## config.mk

```make
export PLATFORM = sky130hd
export DESIGN_NAME = base64_stream_encoder_flat
export DESIGN_NICKNAME = d
export VERILOG_FILES = /design/src/b64e_pkg.sv /design/src/b64e_ifs.sv /design/src/b64e_front.sv /design/src/b64e_queue.sv /design/src/b64e_back.sv /design/src/base64_stream_encoder.sv /design/src/flat_wrapper.sv
export SDC_FILE = /design/constraint.sdc
export NUM_CORES = 1
export LEC_CHECK = 0
export BUFFER_PORTS_ARGS = -buffer_cell sky130_fd_sc_hd__buf_2
export CAP_MARGIN = 25
export CORE_MARGIN = 4
export CORE_UTILIZATION = 69
export CTS_BUF_LIST = sky130_fd_sc_hd__clkbuf_4
export DETAILED_ROUTE_END_ITERATION = 10
export MAX_ROUTING_LAYER = met4
export PLACE_DENSITY = 0.88
export SYNTH_ARGS = -nofsm -noshare
export SYNTH_HDL_FRONTEND = slang
export SYNTH_SLANG_ARGS = --single-unit
export TNS_END_PERCENT = 5
```

## constraint.sdc

```tcl
create_clock -name clk -period 5.1 [get_ports clk]
set_input_delay 0.51 -clock clk [delete_from_list [all_inputs] [get_ports clk]]
set_output_delay 0.51 -clock clk [all_outputs]
set_load 0.05 [all_outputs]
```

## src/b64e_pkg.sv

```systemverilog
`timescale 1ns / 1ps
`default_nettype none

package b64e_pkg;

  // character codes
  localparam logic [6:0] CHAR_CR  = 7'h0D;
  localparam logic [6:0] CHAR_LF  = 7'h0A;
  localparam logic [6:0] CHAR_PAD = 7'h3D;

  // line count past which a finished group closes the line
  localparam logic [6:0] LINE_LIMIT = 7'd72;
  localparam logic [6:0] LINE_MAX   = 7'd127;

  // default depth of the queue between front and back
  localparam int QUEUE_DEPTH = 2;

  // position within the 3-byte group
  typedef enum logic [1:0] {
    PH_FIRST  = 2'd0,
    PH_SECOND = 2'd1,
    PH_THIRD  = 2'd2
  } phase_t;

  // characters produced by one byte, handed from front to back
  typedef struct packed {
    logic [3:0][6:0] chars;
    logic [1:0]      last_idx;
    logic            msg_end;
  } job_t;

  // base64 alphabet lookup
  function automatic logic [6:0] sym(input logic [5:0] v);
    logic [6:0] r;
    if (v < 6'd26) begin
      r = 7'd65 + {1'b0, v};
    end else if (v < 6'd52) begin
      r = 7'd71 + {1'b0, v};
    end else if (v < 6'd62) begin
      r = {1'b0, v} - 7'd4;
    end else if (v == 6'd62) begin
      r = 7'h2B;
    end else begin
      r = 7'h2F;
    end
    return r;
  endfunction

endpackage

`default_nettype wire

```

## src/b64e_ifs.sv

```systemverilog
`timescale 1ns / 1ps
`default_nettype none

interface b64e_byte_if;
  logic       valid;
  logic       ready;
  logic [7:0] data_byte;
  logic       final_byte;
  modport source(output valid, output data_byte, output final_byte, input ready);
  modport sink(input valid, input data_byte, input final_byte, output ready);
endinterface

interface b64e_char_if;
  logic       valid;
  logic       ready;
  logic [6:0] out_char;
  logic       run_end;
  logic       message_end;
  modport source(output valid, output out_char, output run_end, output message_end,
                 input ready);
  modport sink(input valid, input out_char, input run_end, input message_end,
               output ready);
endinterface

`default_nettype wire

```

## src/b64e_front.sv

```systemverilog
`timescale 1ns / 1ps
`default_nettype none

module b64e_front (
  input  wire logic         clk,
  input  wire logic         rst,
  input  wire logic         cfg_we,
  input  wire logic         cfg_wdata,
  b64e_byte_if.sink         bytes,
  output logic              push,
  output b64e_pkg::job_t    push_job,
  input  wire logic         full
);

  logic             wrap_lines;
  b64e_pkg::phase_t phase, phase_next;
  logic [3:0]       leftover, leftover_next;
  logic [6:0]       line_chars, line_chars_next;
  logic [7:0]       lc_sum;
  logic [6:0]       lc_sat;
  logic [7:0]       b;
  logic             last;

  assign b           = bytes.data_byte;
  assign last        = bytes.final_byte;
  assign bytes.ready = !full;
  assign push        = bytes.valid && !full;

  assign lc_sum = {1'b0, line_chars} + 8'd4;
  assign lc_sat = lc_sum[7] ? b64e_pkg::LINE_MAX : lc_sum[6:0];

  // next group position
  always_comb begin
    case (phase)
      b64e_pkg::PH_SECOND: phase_next = b64e_pkg::PH_THIRD;
      b64e_pkg::PH_THIRD:  phase_next = b64e_pkg::PH_FIRST;
      default:             phase_next = b64e_pkg::PH_SECOND;
    endcase
    if (last) begin
      phase_next = b64e_pkg::PH_FIRST;
    end
  end

  // characters and leftover bits
  always_comb begin
    push_job.chars    = {4{b64e_pkg::CHAR_PAD}};
    push_job.last_idx = 2'd0;
    push_job.msg_end  = last;
    leftover_next     = 4'd0;
    line_chars_next   = line_chars;
    case (phase)
      b64e_pkg::PH_SECOND: begin
        push_job.chars[0] = b64e_pkg::sym({leftover[1:0], b[7:4]});
        leftover_next     = b[3:0];
        if (last) begin
          push_job.chars[1] = b64e_pkg::sym({b[3:0], 2'b00});
          push_job.last_idx = 2'd2;
        end
      end
      b64e_pkg::PH_THIRD: begin
        push_job.chars[0] = b64e_pkg::sym({leftover, b[7:6]});
        push_job.chars[1] = b64e_pkg::sym(b[5:0]);
        push_job.last_idx = 2'd1;
        line_chars_next   = lc_sat;
        if (wrap_lines && (lc_sat > b64e_pkg::LINE_LIMIT)) begin
          push_job.chars[2] = b64e_pkg::CHAR_CR;
          push_job.chars[3] = b64e_pkg::CHAR_LF;
          push_job.last_idx = 2'd3;
          line_chars_next   = 7'd0;
        end
      end
      default: begin
        push_job.chars[0] = b64e_pkg::sym(b[7:2]);
        leftover_next     = {2'b00, b[1:0]};
        if (last) begin
          push_job.chars[1] = b64e_pkg::sym({b[1:0], 4'b0000});
          push_job.last_idx = 2'd3;
        end
      end
    endcase
    if (last) begin
      leftover_next   = 4'd0;
      line_chars_next = 7'd0;
    end
  end

  always_ff @(posedge clk) begin
    if (rst) begin
      wrap_lines <= 1'b0;
      phase      <= b64e_pkg::PH_FIRST;
      leftover   <= 4'd0;
      line_chars <= 7'd0;
    end else begin
      if (cfg_we) begin
        wrap_lines <= cfg_wdata;
      end
      if (push) begin
        phase      <= phase_next;
        leftover   <= leftover_next;
        line_chars <= line_chars_next;
      end
    end
  end

endmodule

`default_nettype wire

```

## src/b64e_queue.sv

```systemverilog
`timescale 1ns / 1ps
`default_nettype none

module b64e_queue #(
  parameter int DEPTH = b64e_pkg::QUEUE_DEPTH
) (
  input  wire logic            clk,
  input  wire logic            rst,
  input  wire logic            push,
  input  wire b64e_pkg::job_t  push_job,
  output logic                 full,
  input  wire logic            pop,
  output b64e_pkg::job_t       pop_job,
  output logic                 not_empty
);

  localparam int PW = (DEPTH > 1) ? $clog2(DEPTH) : 1;
  localparam int CW = $clog2(DEPTH + 1);

  b64e_pkg::job_t entries [DEPTH];
  logic [PW-1:0]  wr_ptr, rd_ptr;
  logic [CW-1:0]  count;

  assign full      = (count == CW'(DEPTH));
  assign not_empty = (count != '0);
  assign pop_job   = entries[rd_ptr];

  function automatic logic [PW-1:0] bump(input logic [PW-1:0] p);
    return (p == PW'(DEPTH - 1)) ? '0 : p + PW'(1);
  endfunction

  always_ff @(posedge clk) begin
    if (push) begin
      entries[wr_ptr] <= push_job;
    end
  end

  always_ff @(posedge clk) begin
    if (rst) begin
      wr_ptr <= '0;
      rd_ptr <= '0;
      count  <= '0;
    end else begin
      if (push) begin
        wr_ptr <= bump(wr_ptr);
      end
      if (pop) begin
        rd_ptr <= bump(rd_ptr);
      end
      if (push && !pop) begin
        count <= count + CW'(1);
      end else if (pop && !push) begin
        count <= count - CW'(1);
      end
    end
  end

endmodule

`default_nettype wire

```

## src/b64e_back.sv

```systemverilog
`timescale 1ns / 1ps
`default_nettype none

module b64e_back (
  input  wire logic            clk,
  input  wire logic            rst,
  input  wire logic            q_valid,
  input  wire b64e_pkg::job_t  q_job,
  output logic                 pop,
  b64e_char_if.source          chars
);

  b64e_pkg::job_t cur;
  logic           cur_valid;
  logic [1:0]     idx;
  logic           at_last;
  logic           take;

  assign at_last = (idx == cur.last_idx);
  assign take    = chars.valid && chars.ready;
  assign pop     = q_valid && (!cur_valid || (take && at_last));

  assign chars.valid       = cur_valid;
  assign chars.out_char    = cur.chars[idx];
  assign chars.run_end     = at_last;
  assign chars.message_end = at_last && cur.msg_end;

  always_ff @(posedge clk) begin
    if (pop) begin
      cur <= q_job;
    end
  end

  always_ff @(posedge clk) begin
    if (rst) begin
      cur_valid <= 1'b0;
      idx       <= 2'd0;
    end else begin
      if (pop) begin
        cur_valid <= 1'b1;
        idx       <= 2'd0;
      end else if (take) begin
        if (at_last) begin
          cur_valid <= 1'b0;
          idx       <= 2'd0;
        end else begin
          idx <= idx + 2'd1;
        end
      end
    end
  end

endmodule

`default_nettype wire

```

## src/base64_stream_encoder.sv

```systemverilog
// Base64 stream encoder with optional CR LF line wrapping. Message bytes enter on the byte
// channel one word at a time, the last byte flagged by final_byte; encoded ASCII characters
// leave on the char channel one word per cycle while ready is high, with run_end on the last
// character caused by a byte and message_end on the last character of the message. A final
// byte flushes the partial group with '=' padding and clears the group and line state. With
// wrap_lines set, CR LF follows each full group that takes the line past 72 characters
// (76-character lines). A byte is taken whenever the queue has room; the output side sends
// one character per cycle while ready is high, and a byte causes 1 to 4 characters (4/3 on
// average plus line breaks), so the single-character output port sets the sustained rate.
// Write wrap_lines only while the block is idle.
`timescale 1ns / 1ps
`default_nettype none

module base64_stream_encoder #(
  parameter int QUEUE_DEPTH = b64e_pkg::QUEUE_DEPTH
) (
  input  wire logic    clk,
  input  wire logic    rst,
  // wrap_lines register
  input  wire logic    cfg_we,
  input  wire logic    cfg_wdata,
  b64e_byte_if.sink    byte_ch,
  b64e_char_if.source  char_ch
);

  // front to queue
  logic           push;
  b64e_pkg::job_t push_job;
  logic           full;

  // queue to back
  logic           pop;
  b64e_pkg::job_t pop_job;
  logic           not_empty;

  // front: takes a byte, updates group phase, leftover bits and line count,
  // and builds the list of up to four characters it causes
  b64e_front u_front (
    .clk       (clk),
    .rst       (rst),
    .cfg_we    (cfg_we),
    .cfg_wdata (cfg_wdata),
    .bytes     (byte_ch),
    .push      (push),
    .push_job  (push_job),
    .full      (full)
  );

  // short queue so the byte side keeps moving while characters drain
  b64e_queue #(
    .DEPTH (QUEUE_DEPTH)
  ) u_queue (
    .clk       (clk),
    .rst       (rst),
    .push      (push),
    .push_job  (push_job),
    .full      (full),
    .pop       (pop),
    .pop_job   (pop_job),
    .not_empty (not_empty)
  );

  // back: holds one character list in a register and sends it out a
  // character per cycle while ready is high, loading the next list on the last character
  b64e_back u_back (
    .clk     (clk),
    .rst     (rst),
    .q_valid (not_empty),
    .q_job   (pop_job),
    .pop     (pop),
    .chars   (char_ch)
  );

endmodule

`default_nettype wire

```

## src/flat_wrapper.sv

```systemverilog
// flat-port wrapper written by rule: the top's interface ports become plain ports
module base64_stream_encoder_flat 
#(
  parameter int QUEUE_DEPTH = b64e_pkg::QUEUE_DEPTH
)
  (clk, rst, cfg_we, cfg_wdata, byte_ch_valid, byte_ch_data_byte, byte_ch_final_byte, byte_ch_ready, char_ch_valid, char_ch_out_char, char_ch_run_end, char_ch_message_end, char_ch_ready);
  b64e_byte_if byte_ch_i ();
  b64e_char_if char_ch_i ();
  input  wire logic clk;
  input  wire logic rst;
  input  wire logic cfg_we;
  input  wire logic cfg_wdata;
  input wire logic [$bits(byte_ch_i.valid)-1:0] byte_ch_valid;
  input wire logic [$bits(byte_ch_i.data_byte)-1:0] byte_ch_data_byte;
  input wire logic [$bits(byte_ch_i.final_byte)-1:0] byte_ch_final_byte;
  output wire logic [$bits(byte_ch_i.ready)-1:0] byte_ch_ready;
  output wire logic [$bits(char_ch_i.valid)-1:0] char_ch_valid;
  output wire logic [$bits(char_ch_i.out_char)-1:0] char_ch_out_char;
  output wire logic [$bits(char_ch_i.run_end)-1:0] char_ch_run_end;
  output wire logic [$bits(char_ch_i.message_end)-1:0] char_ch_message_end;
  input wire logic [$bits(char_ch_i.ready)-1:0] char_ch_ready;
  assign byte_ch_i.valid = byte_ch_valid;
  assign byte_ch_i.data_byte = byte_ch_data_byte;
  assign byte_ch_i.final_byte = byte_ch_final_byte;
  assign byte_ch_ready = byte_ch_i.ready;
  assign char_ch_valid = char_ch_i.valid;
  assign char_ch_out_char = char_ch_i.out_char;
  assign char_ch_run_end = char_ch_i.run_end;
  assign char_ch_message_end = char_ch_i.message_end;
  assign char_ch_i.ready = char_ch_ready;
  base64_stream_encoder #(.QUEUE_DEPTH(QUEUE_DEPTH)) u_core (.clk(clk), .rst(rst), .cfg_we(cfg_we), .cfg_wdata(cfg_wdata), .byte_ch(byte_ch_i), .char_ch(char_ch_i));
endmodule
```

==> results.ini <==
[run_status]
outcome = completed

[setup_path]
crit_path_max_incr_delay_ns = 0.77
arrival_ns = 2.96
worstSetupEndpointType = flip-flop
r2r_cells = 7
slowest_stage = dfxtp_1
crit_end = u_core.u_queue.entries[1][4]$_DFFE_PP_
worstPathMaxFanout = 17
critical_path.startpoint = u_core.u_front.leftover[1]$_SDFFE_PP0P_
ff2ff_setup_slack_ns = 2.25
critPathRequiredTime_ns = 5.21
cp_cell_sequence = inv_1 > ha_1 > nand3b_2 > mux2i_1 > mux2_1 > a221oi_2 > a31oi_1
rr_endpoint = u_core.u_queue.entries[1][4]$_DFFE_PP_
critPathKind = flip-flop to flip-flop
setup.worst_path.start_class = flip-flop
timing.rr.start = u_core.u_front.leftover[1]$_SDFFE_PP0P_

[global_route]
grt_pass1_vias = 4036
grt_max_degree = 25
grt_pass1_wl_um = 20100
gr-usage-met1 = 0.368
gr-max-usage-layer = met2
overflow = 0
antenna_found_initial = 0
globalRouteMet3Util = 0.0493
grt_usage = 0.294
met2_usage = 0.483

[clock_network]
cts.clk_slew.worst_paths_ns = 0.12
cts_resized = 0
htreeDepth = 3
clk_latency_ns = 0.41
cts_setup_buffers = 0
clk_path_buf_depth = 2
tritoncts = built
cts_sinks = 78
numCtsBuffers = 9
hold_buffers = 0
clockRootBuffer = clkbuf_4

[synthesis]
synth_top_area_share = 0.322
syn-cell-area_um2 = 5310
synth-edff-count = 57
async_flop_share = 0
syn-mean-instance-area_um2 = 9.67
synth.yosys.seq_area_share = 0.402
synth_area_leaders = edfxtp_1, dfxtp_1, ha_1
syn_inst = 549
synth_ff_type = edfxtp_1
synthDistinctLibCells = 79
yosysWarnings = 0
ys_ff_latch = 78
syn-num-nets = 591
synth_area_leader_cell = edfxtp_1

[cells_and_area]
final_cells = 652
multi_input_area_um2 = 2900
nNetsFinal = 590
register_area_um2 = 2130
mostFrequentLayoutCells = edfxtp_1, nor2_1, a21oi_1
diodes = 0
fin_area_um2 = 5550
layout-drive-gt1-share = 0.145
area_delta_synth_final_pct = 4.55
final_common_cell = edfxtp_1
fill_cells = 489

[timing]
rsz0062_at_grt = false
worst_pin_slew_ns = 0.872
holdWs_ns = 0.345
finalSetupViolCount = 0
relSlewSlack = 0.418
post-route-period-util = 0.560
drv_slew = 0
hold_violations = 0
fin_worst_skew_ns = 0.0171
timing.final.ws_setup_ns = 2.25
setup_tns_ns = 0
min_period_ns = 2.85
fmax_ghz = 0.350

[detailed_routing]
vias_per_cell = 6.81
dr_total_vias = 4442
drt_iter0_drc = 447
firstDrtPassIters = 5
drt-total-wl_um = 12600
ant_nets = 0
drc = 0
wl_per_cell_um = 19.3

[floorplanning]
die_y_um = 95.7
io_pins = 26
start_util = 0.720
die_width_um = 95.7
dieArea_um2 = 9160
std_cell_rows = 31
core_um2 = 7370

[power_and_ir_drop]
power_per_cell_area_nw_per_um2 = 384
p_seq_frac = 0.454
vdd.ir_drop.worst_v = 0.000192
p_switching_uw = 782
internal_power_uw = 1350
p_leak_uw = 0.00198
pwr-share-comb = 0.358
switching_share = 0.366
clockPowerShare = 0.188

[run]
cap_viol_max_count = 0

[place]
hpwl_um = 9040
post_dp_cell_area_um2 = 5390
post-place-cells = 636
dp_slack_ns = 2.04
gp_congestion = 0.968
portBuffers = 25

[min_path]
hold_path_class = primary input to flip-flop

## flip-flops by register name (all words and copies together), names as in the netlist
signal and flops:
u_core.u_back.cur 19, u_core.u_queue.rd_ptr 1, u_core.u_queue.wr_ptr 1, u_core.u_front.wrap_lines 1
u_core.u_back.idx 2, u_core.u_front.phase 2, u_core.u_queue.count 2, u_core.u_front.leftover 4
u_core.u_front.line_chars 7, u_core.u_back.chars.valid 1, u_core.u_queue.entries 38
## cell families (layout without fill, tap and decap cells)
kind of cell | Yosys count | in the layout | share of synthesized area
buf+inv | 62 | 66 | 0.0516
simple gates | 166 | 166 | 0.165
compound gates | 169 | 169 | 0.229
flops | 78 | 78 | 0.402
xor+xnor | 19 | 19 | 0.0314
mux | 28 | 28 | 0.0585
fa+ha+maj | 27 | 27 | 0.0636
## power groups by stage
stage / combinational (µW) / clock [µW] / sequential [µW]
floorplan: 606 / 0 / 933
global placement: 710 / 0 / 973
detailed placement: 755 / 0 / 984
CTS: 760 / 409 / 970
global route: 815 / 434 / 987
finish: 764 / 401 / 969
## per-layer routing
| layer | share of wire | wire length, µm |
|---|---|---|
| met3 | 0.073 | 918 |
| met1 | 0.41 | 5170 |
| met4 | 0.023 | 291 |
| met2 | 0.49 | 6190 |
| met5 | 0 | 0 |
## final cells by class
cell class              count  area share
inverters                  23      0.0156
well taps                  99      0.0223
clock inverters             5      0.0135
repair buffers             27      0.0266
clock buffers              11      0.0149
flip-flops and latches     78       0.384
multi-input cells         409       0.523
## worst min-delay path by stage
| stage | startpoint | endpoint | slack, ns | depth (start not counted) |
|---|---|---|---|---|
| 2_1_floorplan | u_core.u_front.line_chars[0]$_SDFFE_PP0P_ | u_core.u_front.line_chars[0]$_SDFFE_PP0P_ | 0.44 | 2 |
| 3_3_place_gp | u_core.u_front.line_chars[0]$_SDFFE_PP0P_ | u_core.u_front.line_chars[0]$_SDFFE_PP0P_ | 0.45 | 2 |
| 3_5_place_dp | u_core.u_front.line_chars[0]$_SDFFE_PP0P_ | u_core.u_front.line_chars[0]$_SDFFE_PP0P_ | 0.47 | 2 |
| 4_1_cts | cfg_wdata | u_core.u_front.wrap_lines$_SDFFE_PP0P_ | 0.31 | 3 |
| 5_1_grt | cfg_wdata | u_core.u_front.wrap_lines$_SDFFE_PP0P_ | 0.35 | 3 |
| 6_report | cfg_wdata | u_core.u_front.wrap_lines$_SDFFE_PP0P_ | 0.34 | 3 |
## synthesized netlist by cell type, types with 3 or more instances
master / n
o31ai_1: 6
or3_1: 4
nand2b_1: 7
nand3b_1: 3
a22oi_1: 6
a31oi_1: 11
nor2b_1: 16
a21oi_1: 34
edfxtp_1: 57
nand2_1: 29
xnor2_1: 17
and2_1: 7
ha_1: 27
o21bai_1: 3
a211o_1: 4
a211oi_1: 16
inv_1: 22
a311oi_1: 3
nor2_1: 38
buf_2: 17
o22ai_1: 4
nand3_1: 17
nand4_1: 6
a21oi_2: 4
o211ai_1: 9
a21o_1: 9
o21ai_0: 21
clkbuf_1: 16
nor3_1: 15
mux2i_1: 7
nor3b_1: 3
and3_1: 6
mux2_2: 19
dfxtp_1: 21
o311ai_1: 4
## through the flow
| step | power, µW | util |
|---|---|---|
| 6_report | 2130 | 0.753 |
| 5_1_grt | 2240 | 0.753 |
| 4_1_cts | 2140 | 0.753 |
| 3_5_place_dp | 1740 | 0.732 |
| 3_3_place_gp | 1680 | 0.730 |
| 2_1_floorplan | 1540 | - |
## critical path: cells and delay by family (launching register included)
family,cells,cell delay [ns]
multiplexers,2,0.50
AND/OR/NAND/NOR,1,0.34
buffers and inverters,1,0.21
flip-flops,1,0.77
AO/OA/AOI/OAI,2,0.41
adder cells (fa/ha/maj),1,0.30
No activity file was read; power rests on OpenSTA's default activity.
